==> config.mk <==
export PLATFORM = sky130hd
export DESIGN_NAME = bmrect_cmd_fifo
export DESIGN_NICKNAME = d
export VERILOG_FILES = /design/src/hw/rtl/bmrect_pkg.sv /design/src/hw/rtl/bmrect_cmd_fifo.sv
export SDC_FILE = /design/constraint.sdc
export NUM_CORES = 1
export LEC_CHECK = 0
export ABC_CLOCK_PERIOD_IN_PS = 2900
export BUFFER_PORTS_ARGS = -buffer_cell sky130_fd_sc_hd__buf_2
export CORE_MARGIN = 3
export CORE_UTILIZATION = 45
export DETAILED_ROUTE_END_ITERATION = 6
export GPL_ROUTABILITY_DRIVEN = 0
export PLACE_DENSITY = 0.71
export SYNTH_ARGS = -nofsm -noshare
export SYNTH_HDL_FRONTEND = slang
export SYNTH_SLANG_ARGS = --single-unit
==> constraint.sdc <==
create_clock -name clk -period 2.9 [get_ports clk]
set_input_delay 0.145 -clock clk [delete_from_list [all_inputs] [get_ports clk]]
set_output_delay 0.145 -clock clk [all_outputs]
set_load 0.02 [all_outputs]
==> src/hw/rtl/bmrect_pkg.sv <==
// Shared constants, command type and sequencer states of the bitmap rectangle core.
package bmrect_pkg;

  localparam int GRID_SIDE = 1024;
  localparam int WORD_BITS = 64;
  localparam int IN_W      = 10;
  localparam int OP_W      = 2;
  localparam int OUT_W     = 21;

  localparam int ROW_W     = $clog2(GRID_SIDE);
  localparam int ROW_WORDS = (GRID_SIDE + WORD_BITS - 1) / WORD_BITS;
  localparam int WIDX_W    = (ROW_WORDS > 1) ? $clog2(ROW_WORDS) : 1;
  localparam int BIT_W     = $clog2(WORD_BITS);
  localparam int ADDR_W    = ROW_W + WIDX_W;
  localparam int MEM_DEPTH = GRID_SIDE * (2 ** WIDX_W);
  localparam int TOTAL_W   = $clog2(GRID_SIDE * GRID_SIDE + 1);
  localparam int PC_W      = $clog2(WORD_BITS + 1);
  localparam int CMP_W     = (IN_W > ROW_W) ? IN_W : ROW_W;
  localparam int SAT_W     = (TOTAL_W > OUT_W) ? TOTAL_W : OUT_W;

  localparam int CQ_DEPTH  = 2;
  localparam int CQ_PTR_W  = $clog2(CQ_DEPTH);
  localparam int RQ_DEPTH  = 2;
  localparam int RQ_PTR_W  = $clog2(RQ_DEPTH);

  localparam logic [CMP_W-1:0] LAST_IDX  = CMP_W'(GRID_SIDE - 1);
  localparam logic [BIT_W-1:0] BIT_MAX   = BIT_W'(WORD_BITS - 1);
  localparam logic [OUT_W-1:0] COUNT_MAX = '1;

  typedef enum logic [OP_W-1:0] {
    OP_SET    = 2'd0,
    OP_CLEAR  = 2'd1,
    OP_INVERT = 2'd2
  } op_t;

  typedef struct packed {
    logic              live;
    op_t               op;
    logic [ROW_W-1:0]  row_lo;
    logic [ROW_W-1:0]  row_hi;
    logic [WIDX_W-1:0] word_lo;
    logic [WIDX_W-1:0] word_hi;
    logic [BIT_W-1:0]  bit_lo;
    logic [BIT_W-1:0]  bit_hi;
  } cmd_t;

  typedef enum logic [2:0] {
    BK_CLEAR,
    BK_IDLE,
    BK_RUN,
    BK_DRAIN,
    BK_DONE
  } back_state_t;

endpackage

==> src/hw/rtl/bmrect_cmd_fifo.sv <==
// Short command queue between the front end and the raster sequencer.
module bmrect_cmd_fifo (
  input  logic             clk,
  input  logic             rst_n,
  input  logic             push,
  input  bmrect_pkg::cmd_t cmd_in,
  output logic             full,
  input  logic             pop,
  output logic             empty,
  output bmrect_pkg::cmd_t cmd_out
);

  bmrect_pkg::cmd_t               entry_r [bmrect_pkg::CQ_DEPTH];
  logic [bmrect_pkg::CQ_PTR_W-1:0] wr_ptr_r;
  logic [bmrect_pkg::CQ_PTR_W-1:0] rd_ptr_r;
  logic [bmrect_pkg::CQ_PTR_W:0]   count_r;
  logic [bmrect_pkg::CQ_PTR_W:0]   count_nxt;
  logic                            do_push;
  logic                            do_pop;

  assign full    = (count_r == (bmrect_pkg::CQ_PTR_W + 1)'(bmrect_pkg::CQ_DEPTH));
  assign empty   = (count_r == '0);
  assign do_push = push & ~full;
  assign do_pop  = pop & ~empty;
  assign cmd_out = entry_r[rd_ptr_r];

  always_comb begin
    count_nxt = count_r;
    if (do_push && !do_pop) begin
      count_nxt = count_r + 1'b1;
    end else if (do_pop && !do_push) begin
      count_nxt = count_r - 1'b1;
    end
  end

  always_ff @(posedge clk) begin
    if (!rst_n) begin
      wr_ptr_r <= '0;
      rd_ptr_r <= '0;
      count_r  <= '0;
    end else begin
      count_r <= count_nxt;
      if (do_push) begin
        wr_ptr_r <= wr_ptr_r + 1'b1;
      end
      if (do_pop) begin
        rd_ptr_r <= rd_ptr_r + 1'b1;
      end
    end
  end

  always_ff @(posedge clk) begin
    if (do_push) begin
      entry_r[wr_ptr_r] <= cmd_in;
    end
  end

endmodule

After elaboration in Yosys (flattened, before gate mapping):

Memories as Yosys holds them, arrays and structs flattened. A register that Yosys moved wholly into a read port is not among the register bits.
Index checks and enable logic that the tools add are counted.
Widths: inputs -> output; s select.

* memory bits (writable): 86
* latch bits: 0
* memory bits (read-only): 0
* memories: 1
* output and inout port bits: 45
* flip-flop bits (word level): 4
* input bits: 47

* shifts and indexed selects: 0
* equality and inequality tests: 1
* add/subtract/negate cells: 4
* divide/modulo/power cells: 0
* $mul: 0
* muxes and demuxes: 6
* order comparisons: 0
* bitwise operators: 4
* reduce and logical (&&, ||, !) cells: 6

Memories
* entry_r: words 2, width 43, read ports 1, clocked after Yosys merged registers in 1, write ports 1, line bmrect_cmd_fifo.sv:13 `bmrect_pkg::cmd_t entry_r [bmrect_pkg::CQ_DEPTH];`

Operators with widths (count)
* $mux 1: 4
* $mux 2: 2
* $add 1x1->1 const B: 2
* $add 2x1->2 const B: 1
* $and 1x1->1: 2
* $eq 2x2->1 const B: 1
* $logic_and 1x1->1: 2
* $logic_not 1->1: 2
* $logic_not 2->1: 1
* $not 1->1: 2
* $reduce_bool 2->1: 1
* $sub 2x1->2 const B: 1

Depth between registers and ports, before layout:

Gate-level depths: netlist of run 1.

* word-level depth: 7
* gate-level depth with buffers: 7
* mapped depth without buffers: 7

Worst setup path before layout of run 1:

Ideal clock, no wire load.

* path type: register to register
* start: register count_r[0] (netlist bit)
* end: memory entry_r[0][0] (netlist bit) (enable)
* buffers on the path: 0
* setup slack: 0.130 ns
* period minus slack after synthesis: 2.770 ns
* data required time: 2.462 ns
* stages on the path, launching flop included: 4
* library setup time: 0.438 ns
* arrival: 2.332 ns
* cells stage by stage: dfxtp_1 > nand2b_1 > inv_2 > nor3_2

* longest elaborated chain between the ends: 5

Ends and longest elaborated chain
* start: declaration: line bmrect_cmd_fifo.sv:16 `logic [bmrect_pkg::CQ_PTR_W:0] count_r;`
* start signal: assignment: line bmrect_cmd_fifo.sv:42 `count_r <= count_nxt;`
* $eq 2x2->1: line bmrect_cmd_fifo.sv:21 `assign full = (count_r == (bmrect_pkg::CQ_PTR_W + 1)'(bmrect_pkg::CQ_DEPTH));`
* via full: line bmrect_cmd_fifo.sv:7 `output logic full,`
* $not 1->1: line bmrect_cmd_fifo.sv:23 `assign do_push = push & ~full;`
* $and 1x1->1: line bmrect_cmd_fifo.sv:23
* $mux 1: line bmrect_cmd_fifo.sv:53 `if (do_push) begin`
* $mux 1 (not written as such): line bmrect_cmd_fifo.sv:54 `entry_r[wr_ptr_r] <= cmd_in;`
* end: declaration: line bmrect_cmd_fifo.sv:13

The timed path passes the listed nets, and every way through them passes these cells.

==> flow_summary.json, run 1 <==
{
  "ctsHtreeMaxLevel": 3,
  "die_area_mm2": 0.00848,
  "status": "completed",
  "dp_hpwl_um": 3750,
  "path_class": "reg2out",
  "die_h_um": 92.1,
  "yosys.area.top_type": "edfxtp_1",
  "clk_path_buf_depth": 2,
  "finalNonFillerCells": 405,
  "area.growth.synth_to_final_pct": 36.8,
  "grt_max_degree": 31,
  "hp-class": "in2reg",
  "setup_viol": 0,
  "async_reset_ff_frac": 0,
  "grt_overflow_total": 0,
  "tns_ns": 0,
  "max_cap_viol_count": 0,
  "synth_edf_count": 86,
  "cts_resized": 0,
  "ios": 92,
  "leakage_nw": 1.73,
  "cts-root-buf": "clkbuf_8",
  "routedWlPerCell_um": 14.5,
  "multi_input_area_um2": 618,
  "irDropWorstVdd_mv": 0.478,
  "dr_total_vias": 1846,
  "numCtsBuffers": 9,
  "synth_cell_types": 21,
  "synth_common_cells": "edfxtp_1 (86), mux2_2 (43), dfxtp_1 (5)",
  "clk_latency_ns": 0.34,
  "netlist_area_mm2": 0.00334,
  "drcViolationCount": 0,
  "fin_crit_sh": 0.683,
  "path_clk_slew_ns": 0.08,
  "grt_pass1_wl_um": 9530,
  "grt_setup_unrepaired": "false",
  "synthCells": 159,
  "drt_iter0_drc": 86,
  "max_freq_mhz": 505,
  "portBuffers": 91,
  "post_cts_buffers": 0,
  "rows": 30,
  "start_kind": "flop",
  "clock_skew_ns": 0.00721,
  "power_density_mw_per_mm2": 813,
  "slew_headroom": 0.660,
  "synth_seq_cells": 91,
  "hold_viol": 0,
  "worstPathMaxFanout": 22,
  "wl_um": 5890,
  "tightest_slew_ns": 0.510,
  "start_util": 0.478,
  "worstPathRequired_ns": 2.76,
  "synth-main-ff-cell": "edfxtp_1",
  "syn_area_per_cell_um2": 21.0,
  "drtPass1Iterations": 4,
  "antenna_cells": 0,
  "cts_tree": "done",
  "endpoint_kind": "output pin",
  "fin_nets": 352,
  "grt_use_total": 0.149,
  "coreArea_mm2": 0.00698,
  "yosys_warnings": 0,
  "yosysTopAreaCellShare": 0.774,
  "seq_area_mm2": 0.00268,
  "num-fill-cells": 504,
  "layout-drive-gt1-share": 0.505,
  "cts_sinks": 91,
  "dieWidth_um": 92.1,
  "synth_most_common_cell": "edfxtp_1",
  "antenna_found_initial": 0,
  "min_period_ns": 1.98,
  "dp.cells": 346,
  "ys_seq_area_frac": 0.804,
  "crit_arrival_ns": 1.84,
  "syn_nets": 207,
  "via_per_inst": 4.56,
  "report.final.slew_viol_count": 0,
  "yosys-top-cells-area": "edfxtp_1 (77%), mux2_2 (15%), dfxtp_1 (3.0%), buf_4 (0.90%), and2_1 (0.56%)",
  "ant_nets": 0,
  "grt_pass1_vias": 1965
}
layout by cell type (no fill, tap or decap), types with 2 or more instances in the layout:
cell type      instances
clkbuf_8               9
xnor2_1                2
buf_2                 91
edfxtp_1              86
nor2_1                 2
and2_1                 3
bufinv_16              2
dfxtp_1                4
clkbuf_1               2
mux2_2                43
dlygate4sd3_1         43
buf_4                  5
repair_timing:
item	CTS	global route
hold buffers	43	0
setup endpoints to repair	0	0
hold endpoints to repair	86	0
worst max-delay path, stage by stage (launching register included):
cell and delay (ns):
dfxtp_2 0.66, buf_4 0.32, mux2_2 0.36, buf_2 0.16
routing by layer:
layer	vias to the layer above	global-route usage	wire length, um
li1	908	-	-
met1	867	0.193	2660
met2	67	0.241	2850
met3	4	0.0476	336
met4	0	0.0483	46
met5	-	0	0
logic make-up after synthesis:
family / Yosys count / share of synthesized area
DFF: 91 / 0.804
buffers and inverters: 7 / 0.0127
and+or+nand+nor: 9 / 0.0165
adders and majority gates: 1 / 0.00375
xor gates and xnor gates: 3 / 0.00788
AOI/OAI and AO/OA: 5 / 0.00975
muxes: 43 / 0.145
path summary, 6_finish.rpt:
kind         startpoint              to  slack [ns]  cells past startpoint
min reg2reg  count_r[1]      count_r[1]        0.54                      2
max reg2reg  count_r[0]  entry_r[1][33]        1.06                      3
max                flop     cmd_out[21]        0.92                      3
min               rst_n      count_r[0]        0.07                      2
registers in the layout (all words and copies together) (netlist names), named ones only:
name and count:
entry_r 86, rd_ptr_r 1, count_r 2, wr_ptr_r 1
layout make-up:
type	count	share of cell area
Inverter	2	0.00165
Timing Repair Buffer	139	0.202
Clock buffer	11	0.0288
Clock inverter	5	0.0170
Sequential cell	91	0.588
Tap cell	96	0.0263
Multi-Input combinational cell	61	0.135
power breakdown:
group          total, mW  internal (mW)  leakage (nW)  switching (mW)
sequential          1.74           1.65         0.845          0.0899
clock              0.884          0.483         0.105           0.400
combinational       1.08          0.477         0.783           0.607
total               3.71           2.61          1.73            1.10
stage by stage:
| stage | instance area [um^2] | power, mW | worst slack [ns] | hold slack, ns | utilization |
|---|---|---|---|---|---|
| floorplan | 3340 | 2.50 | 0.130 | 0.244 | - |
| global placement | 3920 | 2.81 | 1.08 | 0.334 | 0.562 |
| detailed placement | 3920 | 2.83 | 1.05 | 0.337 | 0.562 |
| CTS | 4560 | 3.76 | 0.849 | 0.0521 | 0.653 |
| global route | 4560 | 3.91 | 0.796 | 0.0650 | 0.653 |
| finish | 4560 | 3.71 | 0.920 | 0.0735 | 0.653 |
No activity file was read; power rests on OpenSTA's default activity.
==> inputs of run 2 (changes only) <==
ABC_CLOCK_PERIOD_IN_PS = 1630   (was 2900)
clock period = 1.63 ns   (was 2.9 ns; I/O delays follow)
==> run 2 against run 1 <==
  * Die area stayed put
  * Hold slack better by 0.043 ns
  * First-iteration DRC count is 7.0% lower
  * Sequential share of layout area is 0.77 points lower
  * Critical path depth is 4 higher
  * Via count is 4.6% higher
  * Clock power is 47% higher
  * Setup slack worse by 0.82 ns
  * Wire length is 8.0% higher
  * Cell count is 0.74% higher
  * Clock skew is 0.0036 ns higher
  * Non-clock buffer count is 4 higher
  * Critical path type is now reg2reg
  * Largest cell class unchanged
  * Largest power group unchanged
==> flow_summary.json, run 2 (synthesized netlist as in run 1, its figures left out) <==
{
  "grt_pass1_vias": 2089,
  "portBuffers": 91,
  "r2r_slack_ns": 0.10,
  "p_sw_frac": 0.315,
  "cp_cell_sequence": "nand2b_4 -> inv_4 -> nor2_1 -> ha_1 -> xor2_1 -> or3_1 -> a21boi_1",
  "wl_met1_um": 2380,
  "max_cap_viol_count": 0,
  "path_class": "reg2reg",
  "drtPass1Iterations": 4,
  "dr_total_vias": 1931,
  "rows": 30,
  "dp.cells": 347,
  "grt_overflow_total": 0,
  "die_h_um": 92.1,
  "reg2reg_from": "count_r[0]",
  "wl_met3_um": 240,
  "min_period_ns": 1.53,
  "ctsHtreeMaxLevel": 3,
  "irDropWorstVdd_mv": 0.689,
  "cp_num_cells": 7,
  "p_total_mw": 6.53,
  "report.final.slew_viol_count": 0,
  "numCtsBuffers": 9,
  "drcViolationCount": 0,
  "final_area_mm2": 0.00463,
  "layout-drive-gt1-share": 0.526,
  "largest_reg_flops": 86,
  "power_density_mw_per_mm2": 1410,
  "grt_use_total": 0.153,
  "start_kind": "flop",
  "grt_pass1_wl_um": 9720,
  "placed_area_mm2": 0.00400,
  "status": "completed",
  "antenna_found_initial": 0,
  "r2r-end": "count_r[1]",
  "drt_iter0_drc": 80,
  "cp_num_buf_inv": 1,
  "final_cell_mix": "buf_2 (91), edfxtp_1 (86), dlygate4sd3_1 (44)",
  "worst_path_max_delay_cell": "dfxtp_2",
  "utilization": 0.663,
  "hold_viol": 0,
  "crit_arrival_ns": 1.80,
  "worstPathRequired_ns": 1.90,
  "reg2regPathDepth": 7,
  "path_clk_slew_ns": 0.08,
  "worstPathMaxFanout": 5,
  "slowest_delay_ns": 0.36,
  "clock_skew_ns": 0.0108,
  "hold-worst-slack_ns": 0.117,
  "pwr-share-clk": 0.199,
  "coreArea_mm2": 0.00698,
  "endpoint_kind": "flop",
  "finalNonFillerCells": 408,
  "via_per_inst": 4.73,
  "cp-endpoint": "count_r[1]",
  "cts_tree": "done",
  "hp-class": "in2reg",
  "ios": 92,
  "route.met2.wl_um": 3660,
  "top_register": "entry_r",
  "die_area_mm2": 0.00848,
  "start_util": 0.478,
  "p_seq_frac": 0.469,
  "antenna_cells": 0,
  "clk_latency_ns": 0.35,
  "startpoint": "count_r[0]",
  "switchingPower_mw": 2.06,
  "cts_sinks": 91,
  "area.growth.synth_to_final_pct": 38.8,
  "dieWidth_um": 92.1,
  "dp_hpwl_um": 3750,
  "top_layer": "met4",
  "final_common_cell": "buf_2",
  "combPwrFrac": 0.333,
  "tightest_slew_ns": 0.261,
  "slew_headroom": 0.825,
  "setup_viol": 0,
  "ant_nets": 0,
  "wl_um": 6360,
  "grt_max_degree": 29,
  "cts-root-buf": "clkbuf_8",
  "fin_nets": 356,
  "fin_crit_sh": 0.938,
  "reg_top3": "entry_r: 86 flops, count_r: 2 flops",
  "max_freq_mhz": 654,
  "clk_path_buf_depth": 2,
  "grt_setup_unrepaired": "false",
  "routedWlPerCell_um": 15.6,
  "leakage_nw": 1.74,
  "critPathTopFamily": "simple AND/OR/NAND/NOR gates",
  "p_int_mw": 4.47
}
-- run 2: what timing repair did --
item / 4_1_cts / 5_1_grt
hold buffers: 44 / 0
buffers inserted: 2 / 0
endpoints found under the hold margin: 90 / 0
setup endpoints to repair: 34 / 1
gates resized for setup: 1 / 1
-- run 2: worst min-delay path: cells and delay by family --
| family | cells | cell delay [ns] |
|---|---|---|
| AOI/OAI and AO/OA | 2 | 0.24 |
| buffers and inverters | 1 | 0.09 |
-- run 2: cell type report --
| type | count | area [um^2] |
|---|---|---|
| Clock inverter | 6 | 43.8 |
| Sequential cell | 91 | 2690 |
| Clock buffer | 9 | 124 |
| Tap cell | 96 | 120 |
| Inverter | 2 | 10.0 |
| Timing Repair Buffer | 143 | 1020 |
| Multi-Input combinational cell | 61 | 626 |
| Fill cell | 525 | 2350 |
-- run 2: stage by stage --
step	setup WS (ns)	setup TNS (ns)
after detailed placement	0.133	0
after global routing	0.00694	0
after global placement	0.180	0
final	0.101	0
after floorplan	-0.435	-19.06
after CTS	0.0835	0
-- run 2: power by group through the flow --
| stage | clock [mW] | combinational [mW] | sequential (mW) |
|---|---|---|---|
| after detailed placement | 0 | 2.04 | 3.13 |
| after CTS | 1.33 | 2.20 | 3.06 |
| final | 1.30 | 2.17 | 3.06 |
| after floorplan | 0 | 1.40 | 3.07 |
| after global routing | 1.44 | 2.31 | 3.10 |
| after global placement | 0 | 2.03 | 3.11 |
-- run 2: metal layers --
layer  GRT usage  up-vias
li1            -      919
met1       0.155      960
met2       0.293       46
met3      0.0386        6
met4      0.0644        0
met5           0        -
-- run 2: worst min path at each step --
stage,from,slack [ns],depth (start not counted),to
5_1_grt,push,0.1,3,wr_ptr_r
6_report,push,0.12,3,wr_ptr_r
3_3_place_gp,cmd_in[11],0.27,1,entry_r[0][11]
2_1_floorplan,cmd_in[0],0.18,0,entry_r[0][0]
4_1_cts,push,0.10,3,wr_ptr_r
3_5_place_dp,cmd_in[36],0.27,1,entry_r[1][36]
