[src/hw/rtl/bmrect_pkg.sv]
// Shared constants, command type and sequencer states of the bitmap rectangle core.
package bmrect_pkg;

  localparam int GRID_SIDE = 1024;
  localparam int WORD_BITS = 64;
  localparam int IN_W      = 10;
  localparam int OP_W      = 2;
  localparam int OUT_W     = 21;

  localparam int ROW_W     = $clog2(GRID_SIDE);
  localparam int ROW_WORDS = (GRID_SIDE + WORD_BITS - 1) / WORD_BITS;
  localparam int WIDX_W    = (ROW_WORDS > 1) ? $clog2(ROW_WORDS) : 1;
  localparam int BIT_W     = $clog2(WORD_BITS);
  localparam int ADDR_W    = ROW_W + WIDX_W;
  localparam int MEM_DEPTH = GRID_SIDE * (2 ** WIDX_W);
  localparam int TOTAL_W   = $clog2(GRID_SIDE * GRID_SIDE + 1);
  localparam int PC_W      = $clog2(WORD_BITS + 1);
  localparam int CMP_W     = (IN_W > ROW_W) ? IN_W : ROW_W;
  localparam int SAT_W     = (TOTAL_W > OUT_W) ? TOTAL_W : OUT_W;

  localparam int CQ_DEPTH  = 2;
  localparam int CQ_PTR_W  = $clog2(CQ_DEPTH);
  localparam int RQ_DEPTH  = 2;
  localparam int RQ_PTR_W  = $clog2(RQ_DEPTH);

  localparam logic [CMP_W-1:0] LAST_IDX  = CMP_W'(GRID_SIDE - 1);
  localparam logic [BIT_W-1:0] BIT_MAX   = BIT_W'(WORD_BITS - 1);
  localparam logic [OUT_W-1:0] COUNT_MAX = '1;

  typedef enum logic [OP_W-1:0] {
    OP_SET    = 2'd0,
    OP_CLEAR  = 2'd1,
    OP_INVERT = 2'd2
  } op_t;

  typedef struct packed {
    logic              live;
    op_t               op;
    logic [ROW_W-1:0]  row_lo;
    logic [ROW_W-1:0]  row_hi;
    logic [WIDX_W-1:0] word_lo;
    logic [WIDX_W-1:0] word_hi;
    logic [BIT_W-1:0]  bit_lo;
    logic [BIT_W-1:0]  bit_hi;
  } cmd_t;

  typedef enum logic [2:0] {
    BK_CLEAR,
    BK_IDLE,
    BK_RUN,
    BK_DRAIN,
    BK_DONE
  } back_state_t;

endpackage

[src/hw/rtl/bmrect_front.sv]
// Front end: accepts rectangle commands, clamps the corners and classifies them.
module bmrect_front (
  input  logic                     clk,
  input  logic                     rst_n,
  input  logic                     in_push,
  output logic                     in_full,
  input  logic [bmrect_pkg::OP_W-1:0] in_operation,
  input  logic [bmrect_pkg::IN_W-1:0] in_first_low,
  input  logic [bmrect_pkg::IN_W-1:0] in_second_low,
  input  logic [bmrect_pkg::IN_W-1:0] in_first_high,
  input  logic [bmrect_pkg::IN_W-1:0] in_second_high,
  input  logic                     clearing,
  input  logic                     cq_full,
  output logic                     cq_push,
  output bmrect_pkg::cmd_t         cq_cmd
);

  logic                          fr_valid_r;
  logic                          fr_valid_nxt;
  bmrect_pkg::cmd_t              fr_cmd_r;
  bmrect_pkg::cmd_t              cls_cmd;
  logic                          accept;
  logic                          op_ok;
  logic [bmrect_pkg::CMP_W-1:0]  r0_x;
  logic [bmrect_pkg::CMP_W-1:0]  c0_x;
  logic [bmrect_pkg::CMP_W-1:0]  r1_x;
  logic [bmrect_pkg::CMP_W-1:0]  c1_x;
  logic [bmrect_pkg::CMP_W-1:0]  r1_c;
  logic [bmrect_pkg::CMP_W-1:0]  c1_c;
  logic [bmrect_pkg::ROW_W-1:0]  col_lo;
  logic [bmrect_pkg::ROW_W-1:0]  col_hi;

  assign in_full      = clearing | (fr_valid_r & cq_full);
  assign accept       = in_push & ~in_full;
  assign cq_push      = fr_valid_r & ~cq_full;
  assign cq_cmd       = fr_cmd_r;
  assign fr_valid_nxt = accept | (fr_valid_r & cq_full);

  always_comb begin
    op_ok  = (in_operation == bmrect_pkg::OP_SET) ||
             (in_operation == bmrect_pkg::OP_CLEAR) ||
             (in_operation == bmrect_pkg::OP_INVERT);
    r0_x   = bmrect_pkg::CMP_W'(in_first_low);
    c0_x   = bmrect_pkg::CMP_W'(in_second_low);
    r1_x   = bmrect_pkg::CMP_W'(in_first_high);
    c1_x   = bmrect_pkg::CMP_W'(in_second_high);
    r1_c   = (r1_x > bmrect_pkg::LAST_IDX) ? bmrect_pkg::LAST_IDX : r1_x;
    c1_c   = (c1_x > bmrect_pkg::LAST_IDX) ? bmrect_pkg::LAST_IDX : c1_x;
    col_lo = bmrect_pkg::ROW_W'(c0_x);
    col_hi = bmrect_pkg::ROW_W'(c1_c);

    cls_cmd.live    = op_ok && (r0_x <= r1_c) && (c0_x <= c1_c);
    cls_cmd.op      = op_ok ? bmrect_pkg::op_t'(in_operation) : bmrect_pkg::OP_SET;
    cls_cmd.row_lo  = bmrect_pkg::ROW_W'(r0_x);
    cls_cmd.row_hi  = bmrect_pkg::ROW_W'(r1_c);
    cls_cmd.word_lo = bmrect_pkg::WIDX_W'(col_lo / bmrect_pkg::WORD_BITS);
    cls_cmd.word_hi = bmrect_pkg::WIDX_W'(col_hi / bmrect_pkg::WORD_BITS);
    cls_cmd.bit_lo  = bmrect_pkg::BIT_W'(col_lo % bmrect_pkg::WORD_BITS);
    cls_cmd.bit_hi  = bmrect_pkg::BIT_W'(col_hi % bmrect_pkg::WORD_BITS);
  end

  always_ff @(posedge clk) begin
    if (!rst_n) begin
      fr_valid_r <= 1'b0;
    end else begin
      fr_valid_r <= fr_valid_nxt;
    end
  end

  always_ff @(posedge clk) begin
    if (accept) begin
      fr_cmd_r <= cls_cmd;
    end
  end

endmodule

[config.mk]
export PLATFORM = sky130hd
export DESIGN_NAME = bmrect_front
export DESIGN_NICKNAME = d
export VERILOG_FILES = /design/src/hw/rtl/bmrect_pkg.sv /design/src/hw/rtl/bmrect_front.sv
export SDC_FILE = /design/constraint.sdc
export NUM_CORES = 1
export LEC_CHECK = 0
export BUFFER_PORTS_ARGS = -buffer_cell sky130_fd_sc_hd__buf_2
export CAP_MARGIN = 30
export CORE_MARGIN = 2
export CORE_UTILIZATION = 30
export CTS_CLUSTER_SIZE = 28
export DETAILED_ROUTE_END_ITERATION = 10
export PLACE_DENSITY = 0.7
export SLEW_MARGIN = 0
export SYNTH_ARGS = -nofsm -noshare
export SYNTH_HDL_FRONTEND = slang
export SYNTH_SLANG_ARGS = --single-unit
[constraint.sdc]
create_clock -name clk -period 1.8 [get_ports clk]
set_input_delay 0.36 -clock clk [delete_from_list [all_inputs] [get_ports clk]]
set_output_delay 0.36 -clock clk [all_outputs]
set_load 0.005 [all_outputs]
Word level (Yosys, flattened, before mapping)
Index checks and enable logic that the tools add are counted.

Flip-flop bits (word level): 44. Bits in latches: 0. Bits in writable memories: 0. Memory bits (read-only): 0. Bits of input ports: 47. Output and inout port bits: 45. Word-level logic and storage cells: 29. Memories: 0.

$add $sub $neg: 0. Multiply operators: 0. Div/mod/pow operators: 0. Magnitude comparators: 4. Eq/ne operators: 2. Shift-type cells: 0. Mux-type cells: 2. Bitwise operators: 7. Reductions and logical operators: 5.

Operators with widths (number): $gt A10 B10 Y1 const B (2); $le A10 B10 Y1 (2); $mux W10 (2); $and A1 B1 Y1 (3); $eq A2 B1 Y1 const B (1); $eq A2 B2 Y1 const B (1); $logic_and A1 B1 Y1 (2); $logic_not A2 Y1 (1); $logic_or A1 B1 Y1 (2); $not A1 Y1 (2); $or A1 B1 Y1 (2).

Longest topological paths before layout
Gate-level depths: netlist (run 1).

Depth in word-level cells: 5. Gate-level depth with buffers: 6. Depth with buffers taken out: 6.

Worst setup path after synthesis (run 1)
No wires, ideal clock.

Path type: input to register. From: input port cq_full. To: register fr_cmd_r, in the netlist cq_cmd[0], enable pin. Setup time: 0.406 ns. Data arrival time: 1.597 ns. Data required time: 1.394 ns. Slack: -0.203 ns. Stages on the path: 2. Path buffers: 0. Path through: a21oi_1 > and2_1.

Longest elaborated chain between the ends: 4.

Ends and longest elaborated chain: from (decl) (line bmrect_front.sv:13) `input logic cq_full,`; $and A1 B1 Y1 (line bmrect_front.sv:33) `assign in_full = clearing | (fr_valid_r & cq_full);`; $or A1 B1 Y1 (line bmrect_front.sv:33); $not A1 Y1 (line bmrect_front.sv:34) `assign accept = in_push & ~in_full;`; $and A1 B1 Y1 (line bmrect_front.sv:34); net accept (line bmrect_front.sv:22) `logic accept;`; to (signal assigned) (line bmrect_front.sv:72) `fr_cmd_r <= cls_cmd;`; to (decl) (line bmrect_front.sv:20) `bmrect_pkg::cmd_t fr_cmd_r;`.

The timed path passes the listed nets, and every way through them passes these cells. A chain may end at the register's enable or synchronous reset.

==> results of run 1 <==
layer usage:
layer	wire [microns]	track usage	vias up	part of all wire
li1	-	-	656	-
met2	1890	0.188	51	0.48
met3	274	0.0370	6	0.070
met5	0	0	-	0
met4	79	0.0519	0	0.020
met1	1660	0.132	571	0.43
synthesized netlist by cell type, drive strengths merged:
cell | number | area share
nor2 | 1 | 0.0019
o22a | 1 | 0.0045
nand2 | 4 | 0.0076
and2 | 1 | 0.0032
nor2b | 4 | 0.013
o21ai | 5 | 0.013
dfxtp | 1 | 0.010
clkbuf | 20 | 0.038
a211oi | 5 | 0.022
nand4 | 4 | 0.013
ha | 20 | 0.13
edfxtp | 43 | 0.66
a2111oi | 2 | 0.012
inv | 25 | 0.048
a21oi | 7 | 0.022
nor3 | 1 | 0.0025
nand2b | 2 | 0.0064
critical path, cell delays in order:
cell	delay, ns
buf_2	0.09
inv_1	0.04
ha_1	0.28
nand4_1	0.14
a2111oi_0	0.47
o22a_1	0.22
power groups by stage:
stage / clock [mW] / sequential, mW / combinational [mW]
after floorplan: 0 / 1.22 / 0.120
after global placement: 0 / 1.21 / 0.249
after detailed placement: 0 / 1.21 / 0.255
after CTS: 0.779 / 1.19 / 0.256
after global routing: 0.814 / 1.19 / 0.287
final: 0.750 / 1.19 / 0.249
cells by family (layout without fill, tap and decap cells):
| kind of cell | Yosys count | count (layout) |
|---|---|---|
| adders and majority gates | 20 | 20 |
| and+or+nand+nor | 17 | 17 |
| DFF | 44 | 44 |
| buffers and inverters | 45 | 125 |
| AOI/OAI and AO/OA | 20 | 20 |
cell type report:
type / count / share of cell area
clock buffers: 6 / 0.0282
well taps: 77 / 0.0375
repair buffers: 92 / 0.185
inverters: 25 / 0.0365
clock inverters: 2 / 0.0136
flip-flops and latches: 44 / 0.510
multi-input cells: 57 / 0.189
worst max-delay path by stage:
stage	cells after the start	to	from	slack (ns)
after floorplan	2	cq_cmd[0]	cq_full	0.26
after global placement	6	cq_cmd[42]	in_second_high[7]	-0.12
after detailed placement	6	cq_cmd[42]	in_second_high[9]	-0.05
after CTS	6	cq_cmd[42]	in_second_high[9]	0.26
after global routing	6	cq_cmd[42]	in_second_high[9]	0.19
final	6	cq_cmd[42]	in_second_high[9]	0.36
flip-flops by register name, indices dropped and copies added (netlist names):
signal and cells:
cq_cmd 43, fr_valid_r 1
metrics by stage:
step / hold slack [ns] / std cells
6_report: 0.250 / 303
5_1_grt: 0.234 / 303
4_1_cts: 0.238 / 303
3_5_place_dp: 0.513 / 295
3_3_place_gp: 0.515 / 295
2_1_floorplan: 0.459 / 146
==> impl_metrics.env, run 1 <==
export IMPL_status="completed"
export IMPL_synth_warnings=0
export IMPL_path_clk_slew_ns=0.08
export IMPL_cp_start_kind="primary input"
export IMPL_slew_viol_final=0
export IMPL_numCtsBuffers=5
export IMPL_crit_type="in2reg"
export IMPL_combinationalPowerShare=0.114
export IMPL_die_area_sq_mm=0.00722
export IMPL_multi_input_area_sq_um=487
export IMPL_syn2layout_area_growth_pct=30.8
export IMPL_drt_initial_drc_count=37
export IMPL_post_route_period_util=0.801
export IMPL_arrival_ns=1.61
export IMPL_nets=292
export IMPL_p_leak_nw=1.19
export IMPL_syn_area_per_cell_sq_um=13.5
export IMPL_relSlewSlack=0.698
export IMPL_synth_top_family_by_area="adder cells"
export IMPL_tns_ns=0
export IMPL_period_needed_ns=1.44
export IMPL_die_w_microns=84.9
export IMPL_p_clk_frac=0.343
export IMPL_rr_startpoint="fr_valid_r"
export IMPL_synthMuxAreaShare=0
export IMPL_antenna_found_initial=0
export IMPL_wl_per_cell_microns=12.9
export IMPL_synth_compound_gate_area_share=0.0726
export IMPL_drive_gt1_frac=0.460
export IMPL_r2r_end="cq_cmd[42]"
export IMPL_placed_cell_area_sq_mm=0.00246
export IMPL_overflow=0
export IMPL_htree_levels=2
export IMPL_grt_pass1_vias=1358
export IMPL_tightest_slew_ns=0.442
export IMPL_layout_commonest_cell="buf_2"
export IMPL_final_hold_viol_count=0
export IMPL_clock_sinks=44
export IMPL_utilization=0.405
export IMPL_vias=1284
export IMPL_register_area_sq_mm=0.00131
export IMPL_antenna_cells=0
export IMPL_synth_xor_area_frac=0
export IMPL_syn_inst=146
export IMPL_synthAdderAreaFrac=0.127
export IMPL_rsz0062_at_grt="false"
export IMPL_hold_buffers=0
export IMPL_ir_worst_vdd_mv=0.387
export IMPL_grt_max_degree=45
export IMPL_required_ns=1.97
export IMPL_min_from="in_second_high[1]"
export IMPL_p_seq_frac=0.543
export IMPL_clkLatencyLatePin_ns=0.29
export IMPL_drcViolationCount=0
export IMPL_yosysSeqAreaShare=0.667
export IMPL_power_density_mw_per_mm2=850
export IMPL_total_power_mw=2.19
export IMPL_post_place_ws_ns=-0.0513
export IMPL_fin_skew_ns=0.00241
export IMPL_stdcell_area_sq_mm=0.00257
export IMPL_ys_ff_latch=44
export IMPL_grt_total_usage=0.113
export IMPL_coreArea_sq_mm=0.00635
export IMPL_clock_root_buffer="clkbuf_8"
export IMPL_p_int_mw=1.71
export IMPL_syn_num_nets=213
export IMPL_portBuffers=91
export IMPL_worstRegToRegCells=3
export IMPL_clockBufferDepth=2
export IMPL_p_sw_mw=0.479
export IMPL_cts_resized=0
export IMPL_vias_per_cell=4.24
export IMPL_pin_count=92
export IMPL_setup_viol=0
export IMPL_r2r_slack_ns=0.54
export IMPL_first_pass_iters=3
export IMPL_hold_path_class="in2reg"
export IMPL_switching_share=0.219
export IMPL_gp_congestion=0.722
export IMPL_grt_pass1_wl_mm=6.31
export IMPL_fmax_mhz=693
export IMPL_start_util=0.310
export IMPL_hpwlAfterDp_mm=3.07
export IMPL_crit_path_max_fanout=3
export IMPL_holdPathStages=1
export IMPL_cts_tree="yes"
export IMPL_hold_path_end="cq_cmd[1]"
export IMPL_ant_nets=0
export IMPL_num_rows=29
export IMPL_synth_distinct_cells=21
export IMPL_final_cell_mix="buf_2, edfxtp_1, inv_1"
export IMPL_endpoint_kind="register"
export IMPL_maxCapViolations=0
export IMPL_setup_ws_ns=0.358
export IMPL_synthSimpleGateAreaFrac=0.0471
export IMPL_fill_cells=626
export IMPL_routed_wl_mm=3.90
export IMPL_post_cts_repair_setup_buffers=0
export IMPL_netlist_area_sq_mm=0.00197
export IMPL_dieHeight_microns=84.9
No activity file was read; power rests on OpenSTA's default activity.
==> run 2, diff against run 1 <==
--- a/config.mk
+++ b/config.mk
@@ -5,13 +5,14 @@
 export SDC_FILE = /design/constraint.sdc
 export NUM_CORES = 1
 export LEC_CHECK = 0
+export ABC_AREA = 1
 export BUFFER_PORTS_ARGS = -buffer_cell sky130_fd_sc_hd__buf_2
 export CAP_MARGIN = 30
 export CORE_MARGIN = 2
 export CORE_UTILIZATION = 30
 export CTS_CLUSTER_SIZE = 28
 export DETAILED_ROUTE_END_ITERATION = 10
-export PLACE_DENSITY = 0.7
+export PLACE_DENSITY = 0.69
 export SLEW_MARGIN = 0
 export SYNTH_ARGS = -nofsm -noshare
 export SYNTH_HDL_FRONTEND = slang
==> constraint.sdc (replaced) <==
create_clock -name clk -period 1.2 [get_ports clk]
set_input_delay 0.24 -clock clk [delete_from_list [all_inputs] [get_ports clk]]
set_output_delay 0.24 -clock clk [all_outputs]
set_load 0.005 [all_outputs]
==> run 2 against run 1 <==
  * Synthesized cell count rose by 21%
  * Register-to-register slack lost 0.48 ns
  * Largest cell class unchanged
  * Critical endpoint is now cq_cmd[34]
  * Worst hold slack got worse by 0.12 ns
  * Largest power group unchanged
  * Non-clock buffer count increased by 5
  * Final area up 11%
==> impl_metrics.env, run 2 <==
export IMPL_fmax_mhz=877
export IMPL_tightest_slew_ns=0.150
export IMPL_clock_sinks=44
export IMPL_vias=1453
export IMPL_r2r_slack_ns=0.06
export IMPL_post_route_period_util=0.950
export IMPL_required_ns=1.20
export IMPL_crit_slowest_cell="dfxtp_2"
export IMPL_rr_startpoint="fr_valid_r"
export IMPL_arrival_ns=1.14
export IMPL_syn_inst=177
export IMPL_ant_nets=0
export IMPL_endpoint_kind="register"
export IMPL_ys_ff_latch=44
export IMPL_crit_chain="nand2_2, nand2_2, nor2_4, buf_12"
export IMPL_ys_async_sr_fraction=0
export IMPL_fill_cells=648
export IMPL_register_area_sq_mm=0.00131
export IMPL_yosys_top_cells_area="edfxtp_1, ha_1, inv_1, nand2_1, clkbuf_1"
export IMPL_grt_max_degree=27
export IMPL_syn2layout_area_growth_pct=40.7
export IMPL_num_rows=30
export IMPL_cpPeakStageDelay_ns=0.33
export IMPL_worstSetupStartpoint="fr_valid_r"
export IMPL_worstRegToRegCells=4
export IMPL_yosysSeqAreaShare=0.645
export IMPL_start_util=0.304
export IMPL_grt_pass1_vias=1453
export IMPL_synth_top_area_cell="edfxtp_1"
export IMPL_slew_viol_final=0
export IMPL_drive_gt1_frac=0.538
export IMPL_synthTopCellsByCount="edfxtp_1, inv_1, nand2_1"
export IMPL_wl_per_cell_microns=11.3
export IMPL_netlist_area_sq_mm=0.00203
export IMPL_final_hold_viol_count=0
export IMPL_numCtsBuffers=5
export IMPL_multi_input_area_sq_um=684
export IMPL_clkLatencyLatePin_ns=0.29
export IMPL_crit_path_max_fanout=26
export IMPL_grt_total_usage=0.107
export IMPL_fin_skew_ns=0.00279
export IMPL_synth_distinct_cells=17
export IMPL_hpwlAfterDp_mm=3.06
export IMPL_cp_start_kind="register"
export IMPL_synth_flop_cell="edfxtp_1"
export IMPL_nets=328
export IMPL_power_density_mw_per_mm2=1110
export IMPL_utilization=0.428
export IMPL_layout_commonest_cell="buf_2"
export IMPL_cts_tree="yes"
export IMPL_die_area_sq_mm=0.00746
export IMPL_overflow=0
export IMPL_clock_root_buffer="clkbuf_8"
export IMPL_drt_initial_drc_count=39
export IMPL_total_power_mw=3.17
export IMPL_drcViolationCount=0
export IMPL_ir_worst_vdd_mv=0.398
export IMPL_yosysTopAreaCellShare=0.635
export IMPL_gp_congestion=0.721
export IMPL_grt_pass1_wl_mm=6.27
export IMPL_post_cts_repair_setup_buffers=0
export IMPL_crit_type="reg2reg"
export IMPL_dieHeight_microns=86.4
export IMPL_first_pass_iters=4
export IMPL_die_w_microns=86.4
export IMPL_yosysMostFrequentCell="edfxtp_1"
export IMPL_routed_wl_mm=3.86
export IMPL_hold_path_class="in2reg"
export IMPL_antenna_cells=0
export IMPL_coreArea_sq_mm=0.00668
export IMPL_setup_viol=0
export IMPL_syn_area_per_cell_sq_um=11.5
export IMPL_setup_ws_ns=0.0598
export IMPL_htree_levels=2
export IMPL_pin_count=92
export IMPL_relSlewSlack=0.899
export IMPL_period_needed_ns=1.14
export IMPL_path_common_cell="nand2_2"
export IMPL_antenna_found_initial=0
export IMPL_status="completed"
export IMPL_synth_edf_count=43
export IMPL_largest_register_ffs=43
export IMPL_p_leak_nw=1.33
export IMPL_clockBufferDepth=2
export IMPL_r2r_end="cq_cmd[34]"
export IMPL_maxCapViolations=0
export IMPL_syn_num_nets=244
export IMPL_synth_warnings=0
export IMPL_final_cell_mix="buf_2, edfxtp_1, inv_1"
export IMPL_post_place_ws_ns=-0.323
export IMPL_hold_buffers=0
export IMPL_path_clk_slew_ns=0.08
export IMPL_vias_per_cell=4.25
export IMPL_portBuffers=91
export IMPL_critPathCapture="cq_cmd[34]"
-- run 2: cell types whose count changed in the layout (fill, tap and decap cells not counted), sizes merged, moves of 4 or more --
cell / before / now
nor2b: 4 / 0
nand2: 4 / 30
nor2: 1 / 13
a211oi: 5 / 0
buf: 92 / 97
o21ai: 5 / 1
inv: 25 / 37
nand3: 0 / 4
-- run 2: how the worst min path moves through the flow --
| stage | from | to | slack [ns] | depth (start not counted) |
|---|---|---|---|---|
| CTS | rst_n | fr_valid_r | 0.12 | 3 |
| global route | in_second_high[8] | cq_cmd[14] | 0.11 | 1 |
| finish | rst_n | fr_valid_r | 0.13 | 3 |
| detailed placement | in_first_low[0] | cq_cmd[30] | 0.43 | 1 |
| floorplan | rst_n | fr_valid_r | 0.34 | 2 |
| global placement | rst_n | fr_valid_r | 0.42 | 3 |
-- run 2: layout make-up --
cell class | instances | share of cell area
Clock buffer | 5 | 0.0240
Clock inverter | 3 | 0.00481
Inverter | 37 | 0.0538
Multi-Input combinational cell | 76 | 0.239
Sequential cell | 44 | 0.459
Tap cell | 80 | 0.0350
Timing Repair Buffer | 97 | 0.185
-- run 2: worst max-delay path, delay by kind of cell (launching register included) --
| kind | cells | cell delay, ns |
|---|---|---|
| flops | 1 | 0.33 |
| simple gates | 3 | 0.30 |
| buf+inv | 1 | 0.20 |
-- run 2: per-layer routing --
layer  vias up  part of all wire  GRT usage
met2        58              0.50      0.178
met3         6             0.067     0.0371
met5         -                 0          0
li1        721                 -          -
met4         0             0.015     0.0412
met1       668              0.42      0.127
-- run 2: report_power, final --
part           internal [mW]  total [mW]  switching, mW
Clock                  0.396       0.896          0.500
Combinational          0.239       0.496          0.257
Sequential              1.77        1.78         0.0156
Total                   2.40        3.17          0.773
-- run 2: cells by family after synthesis --
group | count (synthesis) | synth area share
adder cells (fa/ha/maj) | 20 | 0.123
AND/OR/NAND/NOR | 48 | 0.102
buffers and inverters | 57 | 0.105
flip-flops | 44 | 0.645
AO/OA/AOI/OAI | 8 | 0.0252
-- run 2: per-stage QoR --
step | std cells | hold slack (ns) | cell area [sq um] | TNS, ns
4_1_cts | 342 | 0.115 | 2830 | 0
3_5_place_dp | 334 | 0.433 | 2750 | -0.323
2_1_floorplan | 177 | 0.338 | 2200 | -12.98
3_3_place_gp | 334 | 0.423 | 2750 | -0.314
6_report | 342 | 0.131 | 2860 | 0
5_1_grt | 342 | 0.111 | 2860 | -0.00204
-- run 2: timing repair --
action / 4_1_cts / 5_1_grt
pin swaps: 0 / 6
setup endpoints to repair: 1 / 1
gates resized for setup: 1 / 7
==> run 3, diff against run 2 <==
--- a/config.mk
+++ b/config.mk
@@ -12,7 +12,7 @@
 export CORE_UTILIZATION = 30
 export CTS_CLUSTER_SIZE = 28
 export DETAILED_ROUTE_END_ITERATION = 10
-export PLACE_DENSITY = 0.69
+export PLACE_DENSITY = 0.67
 export SLEW_MARGIN = 0
 export SYNTH_ARGS = -nofsm -noshare
 export SYNTH_HDL_FRONTEND = slang
==> constraint.sdc (replaced) <==
create_clock -name clk -period 1.4 [get_ports clk]
set_input_delay 0.14 -clock clk [delete_from_list [all_inputs] [get_ports clk]]
set_output_delay 0.14 -clock clk [all_outputs]
set_load 0.005 [all_outputs]
==> run 3 against run 2 <==
  * Fmax down 3.2%
  * Power down 18%
  * Clock power fell by 17%
  * Combinational power down 31%
  * Via count down 3.5%
  * Cell count is 1.8% lower
  * Flip-flop and latch count unchanged
  * Sequential power decreased by 14%
  * Die area stayed put
  * Global-route usage decreased by 0.12 points
  * Critical path type unchanged
  * Largest cell class unchanged
==> impl_metrics.env, run 3 (same netlist as run 2, synthesis figures left out) <==
export IMPL_clock_root_buffer="clkbuf_8"
export IMPL_drt_initial_drc_count=52
export IMPL_clockBufferDepth=2
export IMPL_cts_tree="yes"
export IMPL_wl_per_cell_microns=11.5
export IMPL_largest_register_ffs=43
export IMPL_multi_input_area_sq_um=522
export IMPL_cts_resized=0
export IMPL_path_clk_slew_ns=0.08
export IMPL_p_leak_nw=1.29
export IMPL_coreArea_sq_mm=0.00668
export IMPL_status="completed"
export IMPL_layout_commonest_cell="buf_2"
export IMPL_crit_type="reg2reg"
export IMPL_setup_viol=0
export IMPL_pin_count=92
export IMPL_fmax_mhz=849
export IMPL_clock_sinks=44
export IMPL_final_cell_mix="buf_2, edfxtp_1, inv_1"
export IMPL_portBuffers=91
export IMPL_htree_levels=2
export IMPL_fin_skew_ns=0.0102
export IMPL_hold_ws_ns=0.0357
export IMPL_power_density_mw_per_mm2=995
export IMPL_maxCapViolations=0
export IMPL_final_hold_viol_count=0
export IMPL_required_ns=1.37
export IMPL_register_area_sq_mm=0.00131
export IMPL_numCtsBuffers=5
export IMPL_antenna_found_initial=0
export IMPL_clkLatencyLatePin_ns=0.29
export IMPL_vias=1402
export IMPL_die_area_sq_mm=0.00746
export IMPL_routed_wl_mm=3.86
export IMPL_num_rows=30
export IMPL_ir_worst_vdd_mv=0.411
export IMPL_hold_path_class="in2reg"
export IMPL_layout_cells_non_filler=336
export IMPL_crit_path_max_fanout=43
export IMPL_nets=323
export IMPL_overflow=0
export IMPL_tightest_slew_ns=0.246
export IMPL_grt_pass1_vias=1356
export IMPL_ant_nets=0
export IMPL_first_pass_iters=3
export IMPL_relSlewSlack=0.836
export IMPL_grt_pass1_wl_mm=6.10
export IMPL_hold_buffers=0
export IMPL_post_route_period_util=0.841
export IMPL_post_cts_repair_setup_buffers=0
export IMPL_vias_per_cell=4.17
export IMPL_place_inst=329
export IMPL_drcViolationCount=0
export IMPL_die_w_microns=86.4
export IMPL_fill_cells=674
export IMPL_period_needed_ns=1.18
export IMPL_cp_start_kind="register"
export IMPL_syn2layout_area_growth_pct=29.1
export IMPL_gp_congestion=0.721
export IMPL_dieHeight_microns=86.4
export IMPL_start_util=0.304
export IMPL_rsz0062_at_grt="false"
export IMPL_antenna_cells=0
export IMPL_arrival_ns=1.15
export IMPL_hpwlAfterDp_mm=3.03
export IMPL_endpoint_kind="register"
export IMPL_slew_viol_final=0
export IMPL_drive_gt1_frac=0.426
export IMPL_grt_total_usage=0.106
export IMPL_grt_max_degree=44
## run 3: changes by cell type in the layout (fill, tap and decap cells not counted), sizes merged
cell	previous run	this run
buf	97	92
clkinv	3	1
clkbuf	5	6
## run 3: worst paths after layout
check | cells after the start | startpoint | end | slack, ns
worst min register to register | 4 | fr_valid_r | fr_valid_r | 0.59
worst max-delay path | 4 | fr_valid_r | cq_cmd[38] | 0.22
worst min-delay path | 1 | in_second_high[8] | cq_cmd[14] | 0.04
worst max register to register | 4 | fr_valid_r | cq_cmd[38] | 0.22
## run 3: layout make-up
type | instances | share of cell area
sequential | 44 | 0.500
multi-input combinational | 76 | 0.199
timing repair buffer | 92 | 0.181
inverter | 37 | 0.0529
tap | 80 | 0.0381
clock buffer | 6 | 0.0276
clock inverter | 1 | 0.00191
## run 3: power breakdown
part,switching [mW],internal (mW)
Combinational,0.186,0.155
Clock,0.406,0.340
Sequential,0.0126,1.51
Total,0.604,2.01
## run 3: critical path, cell delays in order, from the launching register on
cell     delay [ns]
dfxtp_2        0.33
nand2_2        0.06
nand2_2        0.07
nor2_4         0.12
buf_12         0.25
## run 3: through the flow
step                 util  cell area, sq um  TNS, ns  power (mW)  setup WS (ns)
global placement    0.381              2550  -0.0376        1.89        -0.0376
detailed placement  0.381              2550  -0.0423        1.91        -0.0423
global route        0.393              2630        0        2.75          0.184
floorplan               -              2050    -4.37        1.74         -0.102
finish              0.393              2630        0        2.61          0.223
CTS                 0.393              2630        0        2.66          0.228
## run 3: metal layers
metal | wire length [microns] | global-route usage | vias to the layer above
met5 | 0 | 0 | -
met4 | 37 | 0.0384 | 0
met3 | 277 | 0.0324 | 2
met2 | 1940 | 0.179 | 50
met1 | 1610 | 0.126 | 639
li1 | - | - | 711
